===== src/hdl/smpd_pkg.sv =====
// Shared types, codes and constants for the signal mask / pending dispatcher.
// Used by smpd_ctrl, smpd_dp and signal_mask_pending_dispatcher_core.
package smpd_pkg;

  localparam int NUM_SIGNALS_DEF = 64;
  localparam int SET_W           = 64;
  localparam int ENTRY_W         = 4;   // {reset, info, kind[1:0]}

  // action codes
  typedef enum logic [2:0] {
    ACT_SET_DISP = 3'd0,
    ACT_MASK     = 3'd1,
    ACT_DELIVER  = 3'd2,
    ACT_TAKE     = 3'd3,
    ACT_READ     = 3'd4
  } action_t;

  // disposition kinds
  localparam logic [1:0] KIND_DEFAULT = 2'd0;
  localparam logic [1:0] KIND_IGNORE  = 2'd1;
  localparam logic [1:0] KIND_HANDLER = 2'd2;
  localparam logic [1:0] KIND_BAD     = 2'd3;

  // mask change modes
  localparam logic [1:0] HOW_BLOCK   = 2'd0;
  localparam logic [1:0] HOW_UNBLOCK = 2'd1;
  localparam logic [1:0] HOW_SET     = 2'd2;

  // result status
  localparam logic [1:0] ST_OK      = 2'd0;
  localparam logic [1:0] ST_INVALID = 2'd1;
  localparam logic [1:0] ST_NONE    = 2'd2;

  // delivery outcomes
  localparam logic [3:0] OUT_NONE      = 4'd0;
  localparam logic [3:0] OUT_LATCHED   = 4'd1;
  localparam logic [3:0] OUT_IGNORED   = 4'd2;
  localparam logic [3:0] OUT_DFL_IGN   = 4'd3;
  localparam logic [3:0] OUT_STOP      = 4'd4;
  localparam logic [3:0] OUT_CONT      = 4'd5;
  localparam logic [3:0] OUT_TERMINATE = 4'd6;
  localparam logic [3:0] OUT_HANDLER   = 4'd7;
  localparam logic [3:0] OUT_HANDLER_I = 4'd8;

  // signal numbers
  localparam logic [5:0] SN_KILL  = 6'd9;
  localparam logic [5:0] SN_PIPE  = 6'd13;
  localparam logic [5:0] SN_CHLD  = 6'd17;
  localparam logic [5:0] SN_CONT  = 6'd18;
  localparam logic [5:0] SN_STOP  = 6'd19;
  localparam logic [5:0] SN_TSTP  = 6'd20;
  localparam logic [5:0] SN_TTIN  = 6'd21;
  localparam logic [5:0] SN_TTOU  = 6'd22;
  localparam logic [5:0] SN_URG   = 6'd23;
  localparam logic [5:0] SN_WINCH = 6'd28;

  localparam logic [7:0] EXIT_BASE = 8'd128;

  localparam logic [SET_W-1:0] KILL_STOP_MASK =
    (SET_W'(1) << SN_KILL) | (SET_W'(1) << SN_STOP);

  typedef enum logic {
    S_IDLE = 1'b0,
    S_EXEC = 1'b1
  } state_t;

  typedef struct packed {
    logic capture;  // latch input beat, start table read
    logic commit;   // update state, load output register
  } cmd_t;

  typedef struct packed {
    logic out_blocked;  // output register full and stalled
  } sts_t;

  // table contents after reset
  function automatic logic [ENTRY_W-1:0] reset_entry(input logic [5:0] sig);
    reset_entry = (sig == SN_CHLD || sig == SN_PIPE) ? {2'b00, KIND_IGNORE}
                                                     : {2'b00, KIND_DEFAULT};
  endfunction

endpackage


===== src/hdl/smpd_ram.sv =====
// Generic single-write, single-read RAM with registered read data.
// No dependencies.
module smpd_ram #(
  parameter int WIDTH = 4,
  parameter int DEPTH = 64,
  localparam int AW   = (DEPTH > 1) ? $clog2(DEPTH) : 1
) (
  input  logic             clk,
  input  logic             we,
  input  logic [AW-1:0]    waddr,
  input  logic [WIDTH-1:0] wdata,
  input  logic             re,
  input  logic [AW-1:0]    raddr,
  output logic [WIDTH-1:0] rdata
);

  logic [WIDTH-1:0] mem_r [DEPTH];
  logic [WIDTH-1:0] rdata_r;

  always_ff @(posedge clk) begin
    if (we) begin
      mem_r[waddr] <= wdata;
    end
    if (re) begin
      rdata_r <= mem_r[raddr];
    end
  end

  assign rdata = rdata_r;

endmodule


===== src/hdl/smpd_ctrl.sv =====
// Controller: two-state sequencer that captures an input beat, then commits it.
// Depends on smpd_pkg.
module smpd_ctrl (
  input  logic          clk,
  input  logic          rst_n,
  input  logic          in_valid,
  output logic          in_stall,
  input  smpd_pkg::sts_t sts,
  output smpd_pkg::cmd_t cmd
);

  smpd_pkg::state_t state_r, state_nxt;

  always_ff @(posedge clk) begin
    if (!rst_n) begin
      state_r <= smpd_pkg::S_IDLE;
    end else begin
      state_r <= state_nxt;
    end
  end

  always_comb begin
    state_nxt = state_r;
    unique case (state_r)
      smpd_pkg::S_IDLE: begin
        if (in_valid) state_nxt = smpd_pkg::S_EXEC;
      end
      smpd_pkg::S_EXEC: begin
        if (!sts.out_blocked) state_nxt = smpd_pkg::S_IDLE;
      end
      default: state_nxt = smpd_pkg::S_IDLE;
    endcase
  end

  // no beat is taken while reset is held
  always_comb begin
    cmd      = '0;
    in_stall = 1'b1;
    unique case (state_r)
      smpd_pkg::S_IDLE: begin
        in_stall    = !rst_n;
        cmd.capture = in_valid && rst_n;
      end
      smpd_pkg::S_EXEC: begin
        cmd.commit = !sts.out_blocked;
      end
      default: begin
        in_stall = 1'b1;
      end
    endcase
  end

endmodule


===== src/hdl/smpd_dp.sv =====
// Datapath: input holding registers, disposition table, blocked/pending masks,
// lowest-pending encoder and output register. Depends on smpd_pkg, smpd_ram.
module smpd_dp #(
  parameter int NUM_SIGNALS = smpd_pkg::NUM_SIGNALS_DEF
) (
  input  logic                       clk,
  input  logic                       rst_n,
  input  smpd_pkg::cmd_t             cmd,
  output smpd_pkg::sts_t             sts,
  input  logic [2:0]                 in_action,
  input  logic [5:0]                 in_signal_number,
  input  logic [1:0]                 in_disposition_kind,
  input  logic                       in_wants_info,
  input  logic                       in_reset_once,
  input  logic [1:0]                 in_mask_how,
  input  logic                       in_mask_given,
  input  logic [smpd_pkg::SET_W-1:0] in_signal_set,
  input  logic                       in_info_given,
  output logic                       out_valid,
  input  logic                       out_stall,
  output logic [1:0]                 out_status,
  output logic [3:0]                 out_outcome,
  output logic [7:0]                 out_exit_code,
  output logic [1:0]                 out_old_kind,
  output logic                       out_old_info_flag,
  output logic                       out_old_reset_flag,
  output logic [smpd_pkg::SET_W-1:0] out_set_out,
  output logic [5:0]                 out_taken_signal
);

  localparam int AW = $clog2(NUM_SIGNALS);
  localparam int SW = smpd_pkg::SET_W;
  localparam int EW = smpd_pkg::ENTRY_W;

  // held input beat
  logic [2:0]    action_r;
  logic [5:0]    sig_r;
  logic [1:0]    kind_r;
  logic          winfo_r, wreset_r, given_r, ginfo_r;
  logic [1:0]    how_r;
  logic [SW-1:0] set_r;
  logic          rd_valid_r;

  logic [SW-1:0]          blocked_r, blocked_nxt;
  logic [SW-1:0]          pending_r, pending_nxt;
  logic [NUM_SIGNALS-1:0] valid_r;

  logic          out_valid_r;
  logic [1:0]    status_r, status_nxt;
  logic [3:0]    outcome_r, outcome_nxt;
  logic [7:0]    exit_r, exit_nxt;
  logic [1:0]    okind_r, okind_nxt;
  logic          oinfo_r, oinfo_nxt, oreset_r, oreset_nxt;
  logic [SW-1:0] setout_r, setout_nxt;
  logic [5:0]    taken_r, taken_nxt;

  logic          in_rng_in, in_rng;
  logic [AW-1:0] raddr, waddr;
  logic [EW-1:0] ram_rdata, entry, wentry;
  logic          tbl_we;

  logic [SW-1:0] take_rng, cand;
  logic [7:0]    grp_any;
  logic [2:0]    grp_idx [8];
  logic [2:0]    grp_sel;

  assign in_rng_in = (in_signal_number != 6'd0) &&
                     ({1'b0, in_signal_number} < 7'(NUM_SIGNALS));
  assign in_rng    = (sig_r != 6'd0) && ({1'b0, sig_r} < 7'(NUM_SIGNALS));
  assign raddr     = in_signal_number[AW-1:0];
  assign waddr     = sig_r[AW-1:0];

  always_ff @(posedge clk) begin
    if (cmd.capture) begin
      action_r   <= in_action;
      sig_r      <= in_signal_number;
      kind_r     <= in_disposition_kind;
      winfo_r    <= in_wants_info;
      wreset_r   <= in_reset_once;
      how_r      <= in_mask_how;
      given_r    <= in_mask_given;
      set_r      <= in_signal_set;
      ginfo_r    <= in_info_given;
      rd_valid_r <= in_rng_in ? valid_r[raddr] : 1'b0;
    end
  end

  smpd_ram #(
    .WIDTH (EW),
    .DEPTH (NUM_SIGNALS)
  ) u_tbl (
    .clk   (clk),
    .we    (tbl_we),
    .waddr (waddr),
    .wdata (wentry),
    .re    (cmd.capture && in_rng_in),
    .raddr (raddr),
    .rdata (ram_rdata)
  );

  // never-written entries read as their reset disposition
  assign entry = rd_valid_r ? ram_rdata : smpd_pkg::reset_entry(sig_r);

  // lowest pending unblocked signal in the given set: 8 groups of 8, then pick the group
  always_comb begin
    for (int i = 0; i < SW; i++) begin
      take_rng[i] = (i >= 1) && (i < NUM_SIGNALS);
    end
    cand = pending_r & set_r & ~blocked_r & take_rng;
    for (int g = 0; g < 8; g++) begin
      grp_any[g] = |cand[g*8 +: 8];
      grp_idx[g] = 3'd0;
      for (int b = 7; b >= 0; b--) begin
        if (cand[g*8 + b]) grp_idx[g] = 3'(b);
      end
    end
    grp_sel = 3'd0;
    for (int g = 7; g >= 0; g--) begin
      if (grp_any[g]) grp_sel = 3'(g);
    end
  end

  always_comb begin
    blocked_nxt = blocked_r;
    pending_nxt = pending_r;
    status_nxt  = smpd_pkg::ST_OK;
    outcome_nxt = smpd_pkg::OUT_NONE;
    exit_nxt    = 8'd0;
    okind_nxt   = 2'd0;
    oinfo_nxt   = 1'b0;
    oreset_nxt  = 1'b0;
    setout_nxt  = '0;
    taken_nxt   = 6'd0;
    tbl_we      = 1'b0;
    wentry      = {wreset_r, winfo_r, kind_r};

    unique case (smpd_pkg::action_t'(action_r))
      smpd_pkg::ACT_SET_DISP: begin
        if (!in_rng || sig_r == smpd_pkg::SN_KILL || sig_r == smpd_pkg::SN_STOP) begin
          status_nxt = smpd_pkg::ST_INVALID;
        end else begin
          okind_nxt  = entry[1:0];
          oinfo_nxt  = entry[2];
          oreset_nxt = entry[3];
          if (kind_r == smpd_pkg::KIND_BAD) begin
            status_nxt = smpd_pkg::ST_INVALID;
          end else begin
            tbl_we = cmd.commit;
          end
        end
      end

      smpd_pkg::ACT_MASK: begin
        setout_nxt = blocked_r;
        if (given_r) begin
          case (how_r)
            smpd_pkg::HOW_BLOCK:   blocked_nxt = (blocked_r | set_r) &
                                                 ~smpd_pkg::KILL_STOP_MASK;
            smpd_pkg::HOW_UNBLOCK: blocked_nxt = blocked_r & ~set_r &
                                                 ~smpd_pkg::KILL_STOP_MASK;
            smpd_pkg::HOW_SET:     blocked_nxt = set_r & ~smpd_pkg::KILL_STOP_MASK;
            default:               status_nxt  = smpd_pkg::ST_INVALID;
          endcase
        end
      end

      smpd_pkg::ACT_DELIVER: begin
        if (!in_rng) begin
          status_nxt = smpd_pkg::ST_INVALID;
        end else if (blocked_r[sig_r]) begin
          pending_nxt[sig_r] = 1'b1;
          outcome_nxt        = smpd_pkg::OUT_LATCHED;
        end else begin
          case (entry[1:0])
            smpd_pkg::KIND_IGNORE: outcome_nxt = smpd_pkg::OUT_IGNORED;
            smpd_pkg::KIND_HANDLER: begin
              if (entry[2]) begin
                outcome_nxt = ginfo_r ? smpd_pkg::OUT_HANDLER_I : smpd_pkg::OUT_NONE;
              end else begin
                outcome_nxt = smpd_pkg::OUT_HANDLER;
              end
              // one-shot handler reverts to default, reset flag kept
              if (entry[3]) begin
                wentry = {1'b1, 1'b0, smpd_pkg::KIND_DEFAULT};
                tbl_we = cmd.commit;
              end
            end
            smpd_pkg::KIND_DEFAULT: begin
              if (sig_r == smpd_pkg::SN_CHLD || sig_r == smpd_pkg::SN_URG ||
                  sig_r == smpd_pkg::SN_WINCH) begin
                outcome_nxt = smpd_pkg::OUT_DFL_IGN;
              end else if (sig_r == smpd_pkg::SN_STOP || sig_r == smpd_pkg::SN_TSTP ||
                           sig_r == smpd_pkg::SN_TTIN || sig_r == smpd_pkg::SN_TTOU) begin
                outcome_nxt = smpd_pkg::OUT_STOP;
              end else if (sig_r == smpd_pkg::SN_CONT) begin
                outcome_nxt = smpd_pkg::OUT_CONT;
              end else begin
                outcome_nxt = smpd_pkg::OUT_TERMINATE;
                exit_nxt    = smpd_pkg::EXIT_BASE + {2'b00, sig_r};
              end
            end
            default: outcome_nxt = smpd_pkg::OUT_NONE;
          endcase
        end
      end

      smpd_pkg::ACT_TAKE: begin
        if (|grp_any) begin
          taken_nxt = {grp_sel, grp_idx[grp_sel]};
          pending_nxt[{grp_sel, grp_idx[grp_sel]}] = 1'b0;
        end else begin
          status_nxt = smpd_pkg::ST_NONE;
        end
      end

      smpd_pkg::ACT_READ: begin
        setout_nxt = pending_r & blocked_r;
      end

      default: status_nxt = smpd_pkg::ST_INVALID;
    endcase
  end

  always_ff @(posedge clk) begin
    if (!rst_n) begin
      blocked_r   <= '0;
      pending_r   <= '0;
      valid_r     <= '0;
      out_valid_r <= 1'b0;
    end else begin
      if (cmd.commit) begin
        blocked_r <= blocked_nxt;
        pending_r <= pending_nxt;
      end
      if (tbl_we) begin
        valid_r[waddr] <= 1'b1;
      end
      if (cmd.commit) begin
        out_valid_r <= 1'b1;
      end else if (!out_stall) begin
        out_valid_r <= 1'b0;
      end
    end
  end

  always_ff @(posedge clk) begin
    if (cmd.commit) begin
      status_r  <= status_nxt;
      outcome_r <= outcome_nxt;
      exit_r    <= exit_nxt;
      okind_r   <= okind_nxt;
      oinfo_r   <= oinfo_nxt;
      oreset_r  <= oreset_nxt;
      setout_r  <= setout_nxt;
      taken_r   <= taken_nxt;
    end
  end

  assign sts.out_blocked = out_valid_r && out_stall;

  assign out_valid          = out_valid_r;
  assign out_status         = status_r;
  assign out_outcome        = outcome_r;
  assign out_exit_code      = exit_r;
  assign out_old_kind       = okind_r;
  assign out_old_info_flag  = oinfo_r;
  assign out_old_reset_flag = oreset_r;
  assign out_set_out        = setout_r;
  assign out_taken_signal   = taken_r;

endmodule


===== src/hdl/signal_mask_pending_dispatcher_core.sv =====
// Signal disposition / mask / pending dispatcher. Each input beat is one request
// (set disposition, change mask, deliver, take lowest pending, read pending) and
// gives exactly one result beat. The accepting edge captures the beat and starts
// the registered read of the disposition table; the commit in the exec state then
// updates state and loads the output register, and waits while that register is
// full and stalled. A new item is taken only once the last one has committed;
// a finished result may wait in the output register while the next item is taken.
// Input is held off while reset is asserted. Table entries carry valid bits cleared at reset, so no clearing pass.
// Depends on smpd_pkg, smpd_ctrl, smpd_dp, smpd_ram.
module signal_mask_pending_dispatcher_core #(
  parameter int NUM_SIGNALS = smpd_pkg::NUM_SIGNALS_DEF
) (
  input  logic                       clk,
  input  logic                       rst_n,
  input  logic                       in_valid,
  output logic                       in_stall,
  input  logic [2:0]                 in_action,
  input  logic [5:0]                 in_signal_number,
  input  logic [1:0]                 in_disposition_kind,
  input  logic                       in_wants_info,
  input  logic                       in_reset_once,
  input  logic [1:0]                 in_mask_how,
  input  logic                       in_mask_given,
  input  logic [smpd_pkg::SET_W-1:0] in_signal_set,
  input  logic                       in_info_given,
  output logic                       out_valid,
  input  logic                       out_stall,
  output logic [1:0]                 out_status,
  output logic [3:0]                 out_outcome,
  output logic [7:0]                 out_exit_code,
  output logic [1:0]                 out_old_kind,
  output logic                       out_old_info_flag,
  output logic                       out_old_reset_flag,
  output logic [smpd_pkg::SET_W-1:0] out_set_out,
  output logic [5:0]                 out_taken_signal
);

  smpd_pkg::cmd_t cmd;
  smpd_pkg::sts_t sts;

  smpd_ctrl u_ctrl (
    .clk      (clk),
    .rst_n    (rst_n),
    .in_valid (in_valid),
    .in_stall (in_stall),
    .sts      (sts),
    .cmd      (cmd)
  );

  smpd_dp #(
    .NUM_SIGNALS (NUM_SIGNALS)
  ) u_dp (
    .clk                 (clk),
    .rst_n               (rst_n),
    .cmd                 (cmd),
    .sts                 (sts),
    .in_action           (in_action),
    .in_signal_number    (in_signal_number),
    .in_disposition_kind (in_disposition_kind),
    .in_wants_info       (in_wants_info),
    .in_reset_once       (in_reset_once),
    .in_mask_how         (in_mask_how),
    .in_mask_given       (in_mask_given),
    .in_signal_set       (in_signal_set),
    .in_info_given       (in_info_given),
    .out_valid           (out_valid),
    .out_stall           (out_stall),
    .out_status          (out_status),
    .out_outcome         (out_outcome),
    .out_exit_code       (out_exit_code),
    .out_old_kind        (out_old_kind),
    .out_old_info_flag   (out_old_info_flag),
    .out_old_reset_flag  (out_old_reset_flag),
    .out_set_out         (out_set_out),
    .out_taken_signal    (out_taken_signal)
  );

  // an accepted beat keeps the input side busy for its commit cycle
  a_busy_after_accept: assert property (@(posedge clk) disable iff (!rst_n)
    (in_valid && !in_stall) |=> in_stall)
    else $error("input not held off after accept");

  // exit code present exactly on terminate
  a_exit_code: assert property (@(posedge clk) disable iff (!rst_n)
    out_valid |-> ((out_outcome == smpd_pkg::OUT_TERMINATE) == (out_exit_code != 8'd0)))
    else $error("exit code does not match outcome");

  // a delivery outcome or a taken signal only comes with ok status
  a_outcome_ok: assert property (@(posedge clk) disable iff (!rst_n)
    (out_valid && (out_outcome != smpd_pkg::OUT_NONE || out_taken_signal != 6'd0))
      |-> (out_status == smpd_pkg::ST_OK))
    else $error("outcome or taken signal with non-ok status");

  // taken signal stays within the configured signal range
  a_taken_range: assert property (@(posedge clk) disable iff (!rst_n)
    out_valid |-> ({1'b0, out_taken_signal} < 7'(NUM_SIGNALS)))
    else $error("taken signal out of range");

endmodule


===== config.mk =====
export PLATFORM = sky130hd
export DESIGN_NAME = signal_mask_pending_dispatcher_core
export DESIGN_NICKNAME = d
export VERILOG_FILES = /design/src/hdl/smpd_pkg.sv /design/src/hdl/smpd_ram.sv /design/src/hdl/smpd_ctrl.sv /design/src/hdl/smpd_dp.sv /design/src/hdl/signal_mask_pending_dispatcher_core.sv
export SDC_FILE = /design/constraint.sdc
export NUM_CORES = 1
export LEC_CHECK = 0
export BUFFER_PORTS_ARGS = -buffer_cell sky130_fd_sc_hd__buf_2
export CAP_MARGIN = 20
export CORE_MARGIN = 8
export CORE_UTILIZATION = 60
export CTS_CLUSTER_SIZE = 14
export DETAILED_ROUTE_END_ITERATION = 7
export HOLD_SLACK_MARGIN = 0.05
export PLACE_DENSITY = 0.77
export SLEW_MARGIN = 20
export SYNTH_ARGS = -nofsm -noshare
export SYNTH_HDL_FRONTEND = slang
export SYNTH_SLANG_ARGS = --single-unit
export TNS_END_PERCENT = 100

===== constraint.sdc =====
create_clock -name clk -period 6.6 [get_ports clk]
set_clock_uncertainty 0.1 [all_clocks]
set_input_delay 0.33 -clock clk [delete_from_list [all_inputs] [get_ports clk]]
set_output_delay 0.33 -clock clk [all_outputs]
set_load 0.05 [all_outputs]

==> run_summary.xml <==
<?xml version="1.0" encoding="UTF-8"?>
<metrics>
  <group name="status">
    <metric name="outcome" unit="">complete, no violations</metric>
  </group>
  <group name="finish">
    <metric name="design.final.nets" unit="">2197</metric>
    <metric name="finalCoreUtilization" unit="">0.700</metric>
    <metric name="fillers" unit="">2921</metric>
    <metric name="flow.area_growth_from_synthesis" unit="%">15.5</metric>
    <metric name="antenna_cells" unit="">0</metric>
    <metric name="proportion_of_layout_cells_with_a_drive_suffix_above_1" unit="">0.235</metric>
    <metric name="final-instance-count-excl-fill" unit="">2753</metric>
  </group>
  <group name="clocking">
    <metric name="cts_made_buffers" unit="">61</metric>
    <metric name="clock_tree.htree_level_count" unit="">2</metric>
    <metric name="clockBufferDepth" unit="">3</metric>
    <metric name="clock_insertion_delay_worst_skew" unit="ns">0.64</metric>
    <metric name="cts_repair_resize_count" unit="">0</metric>
    <metric name="cts_tree" unit="">done</metric>
    <metric name="register_clock_pin_slew_on_the_reported_worst_setup_and_hold_paths" unit="ns">0.07</metric>
    <metric name="hold_buffers" unit="">79</metric>
    <metric name="root_buffer" unit="">sky130_fd_sc_hd__clkbuf_16</metric>
    <metric name="clkSinkCount" unit="">619</metric>
    <metric name="post_cts_setup_inserts" unit="">0</metric>
  </group>
  <group name="global_routing">
    <metric name="grt_start_max_net_pins" unit="">83</metric>
    <metric name="first_global_vias" unit="">17900</metric>
    <metric name="grt_pass1_wl" unit="um">111000</metric>
    <metric name="gr_usage_total" unit="">0.284</metric>
    <metric name="grt_overflow" unit="">0</metric>
    <metric name="initial_antenna_violation_count" unit="">0</metric>
  </group>
  <group name="synthesis">
    <metric name="synth.top_cell.area_share" unit="">0.479</metric>
    <metric name="synthDominantAreaCellType" unit="">sky130_fd_sc_hd__edfxtp_1</metric>
    <metric name="yosys_register_bits" unit="">619</metric>
    <metric name="synth.yosys.warnings" unit="">0</metric>
    <metric name="synth-edff-count" unit="">427</metric>
    <metric name="synth_sequential_area_ratio" unit="">0.623</metric>
    <metric name="yosys-top-cells-count" unit="">sky130_fd_sc_hd__edfxtp_1 (427), sky130_fd_sc_hd__dfxtp_1 (192), sky130_fd_sc_hd__a21oi_1 (151), sky130_fd_sc_hd__mux4_2 (114), sky130_fd_sc_hd__clkbuf_1 (98)</metric>
    <metric name="yosys.area_share.adder" unit="">0.00140</metric>
    <metric name="synth_xor_area_frac" unit="">0.000327</metric>
    <metric name="synth_flop_cell" unit="">sky130_fd_sc_hd__edfxtp_1</metric>
    <metric name="async_flop_share" unit="">0</metric>
    <metric name="synthCells" unit="">1902</metric>
    <metric name="synth.distinct_cells" unit="">78</metric>
    <metric name="post_synthesis_compound_gate_area_fraction" unit="">0.110</metric>
    <metric name="synth_top_family_by_area" unit="">multiplexers</metric>
    <metric name="synth_area" unit="um^2">26700</metric>
    <metric name="synthesis.area_per_instance" unit="um^2">14.1</metric>
    <metric name="muxShareOfSynthArea" unit="">0.128</metric>
    <metric name="synthSimpleGateAreaFrac" unit="">0.111</metric>
    <metric name="synth_top_cells_by_area" unit="">sky130_fd_sc_hd__edfxtp_1 (48%), sky130_fd_sc_hd__dfxtp_1 (14%), sky130_fd_sc_hd__mux4_2 (9.6%)</metric>
    <metric name="synthMostInstantiatedCell" unit="">sky130_fd_sc_hd__edfxtp_1</metric>
  </group>
  <group name="timing">
    <metric name="worst-slew-pin-transition" unit="ns">1.11</metric>
    <metric name="final_max_slew_viol_count" unit="">0</metric>
    <metric name="share_of_the_clock_period_used_by_the_worst_path" unit="">0.664</metric>
    <metric name="timing.slew.headroom" unit="">0.259</metric>
    <metric name="hold_viol_final" unit="">0</metric>
    <metric name="timing.fmax" unit="MHz">228</metric>
    <metric name="rsz0062_at_grt" unit="">false</metric>
    <metric name="setup_viol_count_final" unit="">0</metric>
    <metric name="finalHoldWorstSlack" unit="ns">0.193</metric>
    <metric name="period_minus_slack" unit="ns">4.38</metric>
    <metric name="setup_tns" unit="ns">0</metric>
  </group>
  <group name="floorplanning">
    <metric name="i_o_pins" unit="">175</metric>
    <metric name="rows" unit="">77</metric>
    <metric name="die_area" unit="um^2">51600</metric>
    <metric name="floorplan.core_area" unit="um^2">44100</metric>
    <metric name="initial_cell_density_of_the_core" unit="">0.606</metric>
    <metric name="die_w" unit="um">227</metric>
    <metric name="die_h" unit="um">227</metric>
  </group>
  <group name="worst_hold_path">
    <metric name="hold_class" unit="">input pin to flip-flop</metric>
  </group>
  <group name="worst_setup_path">
    <metric name="req_time_crit_path" unit="ns">6.85</metric>
    <metric name="critPathLaunchType" unit="">flip-flop</metric>
    <metric name="crit_type" unit="">flip-flop to flip-flop</metric>
    <metric name="cp_data_arrival_time" unit="ns">4.63</metric>
    <metric name="worstSetupEndpointType" unit="">flip-flop</metric>
    <metric name="timing.critical_path.fanout_max" unit="">47</metric>
  </group>
  <group name="drt">
    <metric name="via_count" unit="">18600</metric>
    <metric name="drc" unit="">0</metric>
    <metric name="vias_per_cell" unit="">6.75</metric>
    <metric name="route.antenna.remaining_nets" unit="">0</metric>
    <metric name="routed_wirelength" unit="um">74100</metric>
    <metric name="drt_first_pass_iters" unit="">7</metric>
    <metric name="drt-wirelength-per-cell" unit="um">26.9</metric>
    <metric name="drt-initial-drc-count" unit="">2916</metric>
  </group>
  <group name="job">
    <metric name="cap_viol_max_count" unit="">0</metric>
  </group>
  <group name="pwr">
    <metric name="cellPowerDensity" unit="nW/um^2">267</metric>
    <metric name="leakage" unit="nW">10.5</metric>
    <metric name="max-vdd-ir-drop" unit="mV">0.252</metric>
  </group>
  <group name="placement">
    <metric name="gp_congestion" unit="">0.970</metric>
    <metric name="dp.cells" unit="">2559</metric>
    <metric name="dp.final_hpwl" unit="um">45800</metric>
    <metric name="portBuffers" unit="">171</metric>
  </group>
</metrics>
## where the power goes
group	internal (mW)	leakage, nW	total, mW	switching [mW]
Clock	2.11	1.01	3.57	1.46
Combinational	0.161	3.96	0.454	0.293
Sequential	4.19	5.50	4.22	0.0385
## worst max-delay path, stage by stage, from the launching register on
cell and delay, ns:
sky130_fd_sc_hd__edfxtp_1 0.73, sky130_fd_sc_hd__buf_4 0.40, sky130_fd_sc_hd__mux4_1 0.59, sky130_fd_sc_hd__mux2i_1 0.19
sky130_fd_sc_hd__mux4_2 0.31, sky130_fd_sc_hd__nand2b_1 0.13, sky130_fd_sc_hd__nand3_2 0.21, sky130_fd_sc_hd__nor2_4 0.23
sky130_fd_sc_hd__nand3_1 0.20, sky130_fd_sc_hd__and2_2 0.60, sky130_fd_sc_hd__buf_4 0.38
## sequential cells by signal (all words and copies together) (netlist names), 2 cells and up
signal,flops
u_dp.blocked_r,62
u_dp.u_tbl.rdata,4
u_dp.kind_r,2
u_dp.out_old_kind,2
u_dp.out_set_out,62
u_dp.how_r,2
u_dp.sig_r,6
u_dp.out_exit_code,7
u_dp.out_taken_signal,6
u_dp.valid_r,64
u_dp.pending_r,64
u_dp.out_status,2
u_dp.out_outcome,4
u_dp.u_tbl.mem_r,256
u_dp.set_r,64
u_dp.action_r,3
## kinds of logic (layout without fill, tap and decap cells)
family | after synthesis | after routing
fa+ha+maj | 3 | 3
other cells | 1 | 7
flops | 619 | 619
xor+xnor | 1 | 1
compound gates | 469 | 469
buf+inv | 156 | 409
mux | 190 | 190
simple gates | 463 | 463
## per-stage QoR
stage          power (mW)  setup slack (ns)  area (um^2)
5_1_grt              8.43              2.06        30900
4_1_cts              8.27              2.24        30900
3_3_place_gp         4.71              2.36        28000
2_1_floorplan        4.58              1.51        26800
6_report             8.24              2.22        30900
3_5_place_dp         4.72              2.28        28000
## final cells by class
class	count	area (um^2)	area share
Clock buffer	91	1790	0.0580
Clock inverter	24	274	0.00887
Inverter	14	53.8	0.00174
Multi-Input combinational cell	1133	9460	0.306
Sequential cell	619	16700	0.540
Tap cell	592	741	0.0240
Timing Repair Buffer	280	1900	0.0615
## layer usage
layer / track usage / up-vias / routed length, um
met2: 0.440 / 1273 / 34200
met1: 0.401 / 9242 / 28900
met4: 0.0793 / 0 / 2270
met3: 0.0670 / 182 / 8660
li1: - / 7894 / -
met5: 0 / - / 0
## placed cells by master (no fill, tap or decap), types with 65 or more instances in the layout
cell                              n
sky130_fd_sc_hd__a21oi_1        151
sky130_fd_sc_hd__buf_2          168
sky130_fd_sc_hd__dfxtp_1        192
sky130_fd_sc_hd__dlygate4sd3_1   79
sky130_fd_sc_hd__edfxtp_1       427
sky130_fd_sc_hd__mux2i_1         66
sky130_fd_sc_hd__mux4_2         114
sky130_fd_sc_hd__nor2b_1         65
sky130_fd_sc_hd__nor3_1          67
sky130_fd_sc_hd__o21ai_0         79
## final timing paths
path | startpoint | end | slack [ns] | cells after the start
hold / removal | rst_n | u_dp.pending_r[53] | 0.19 | 3
setup / recovery | u_dp.sig_r[0] | u_dp.u_tbl.mem_r[51][0] | 2.22 | 10
setup reg to reg | u_dp.sig_r[0] | u_dp.u_tbl.mem_r[51][0] | 2.22 | 10
hold reg to reg | u_dp.pending_r[9] | u_dp.pending_r[9] | 0.36 | 2
(Power assumes the default switching activity.)
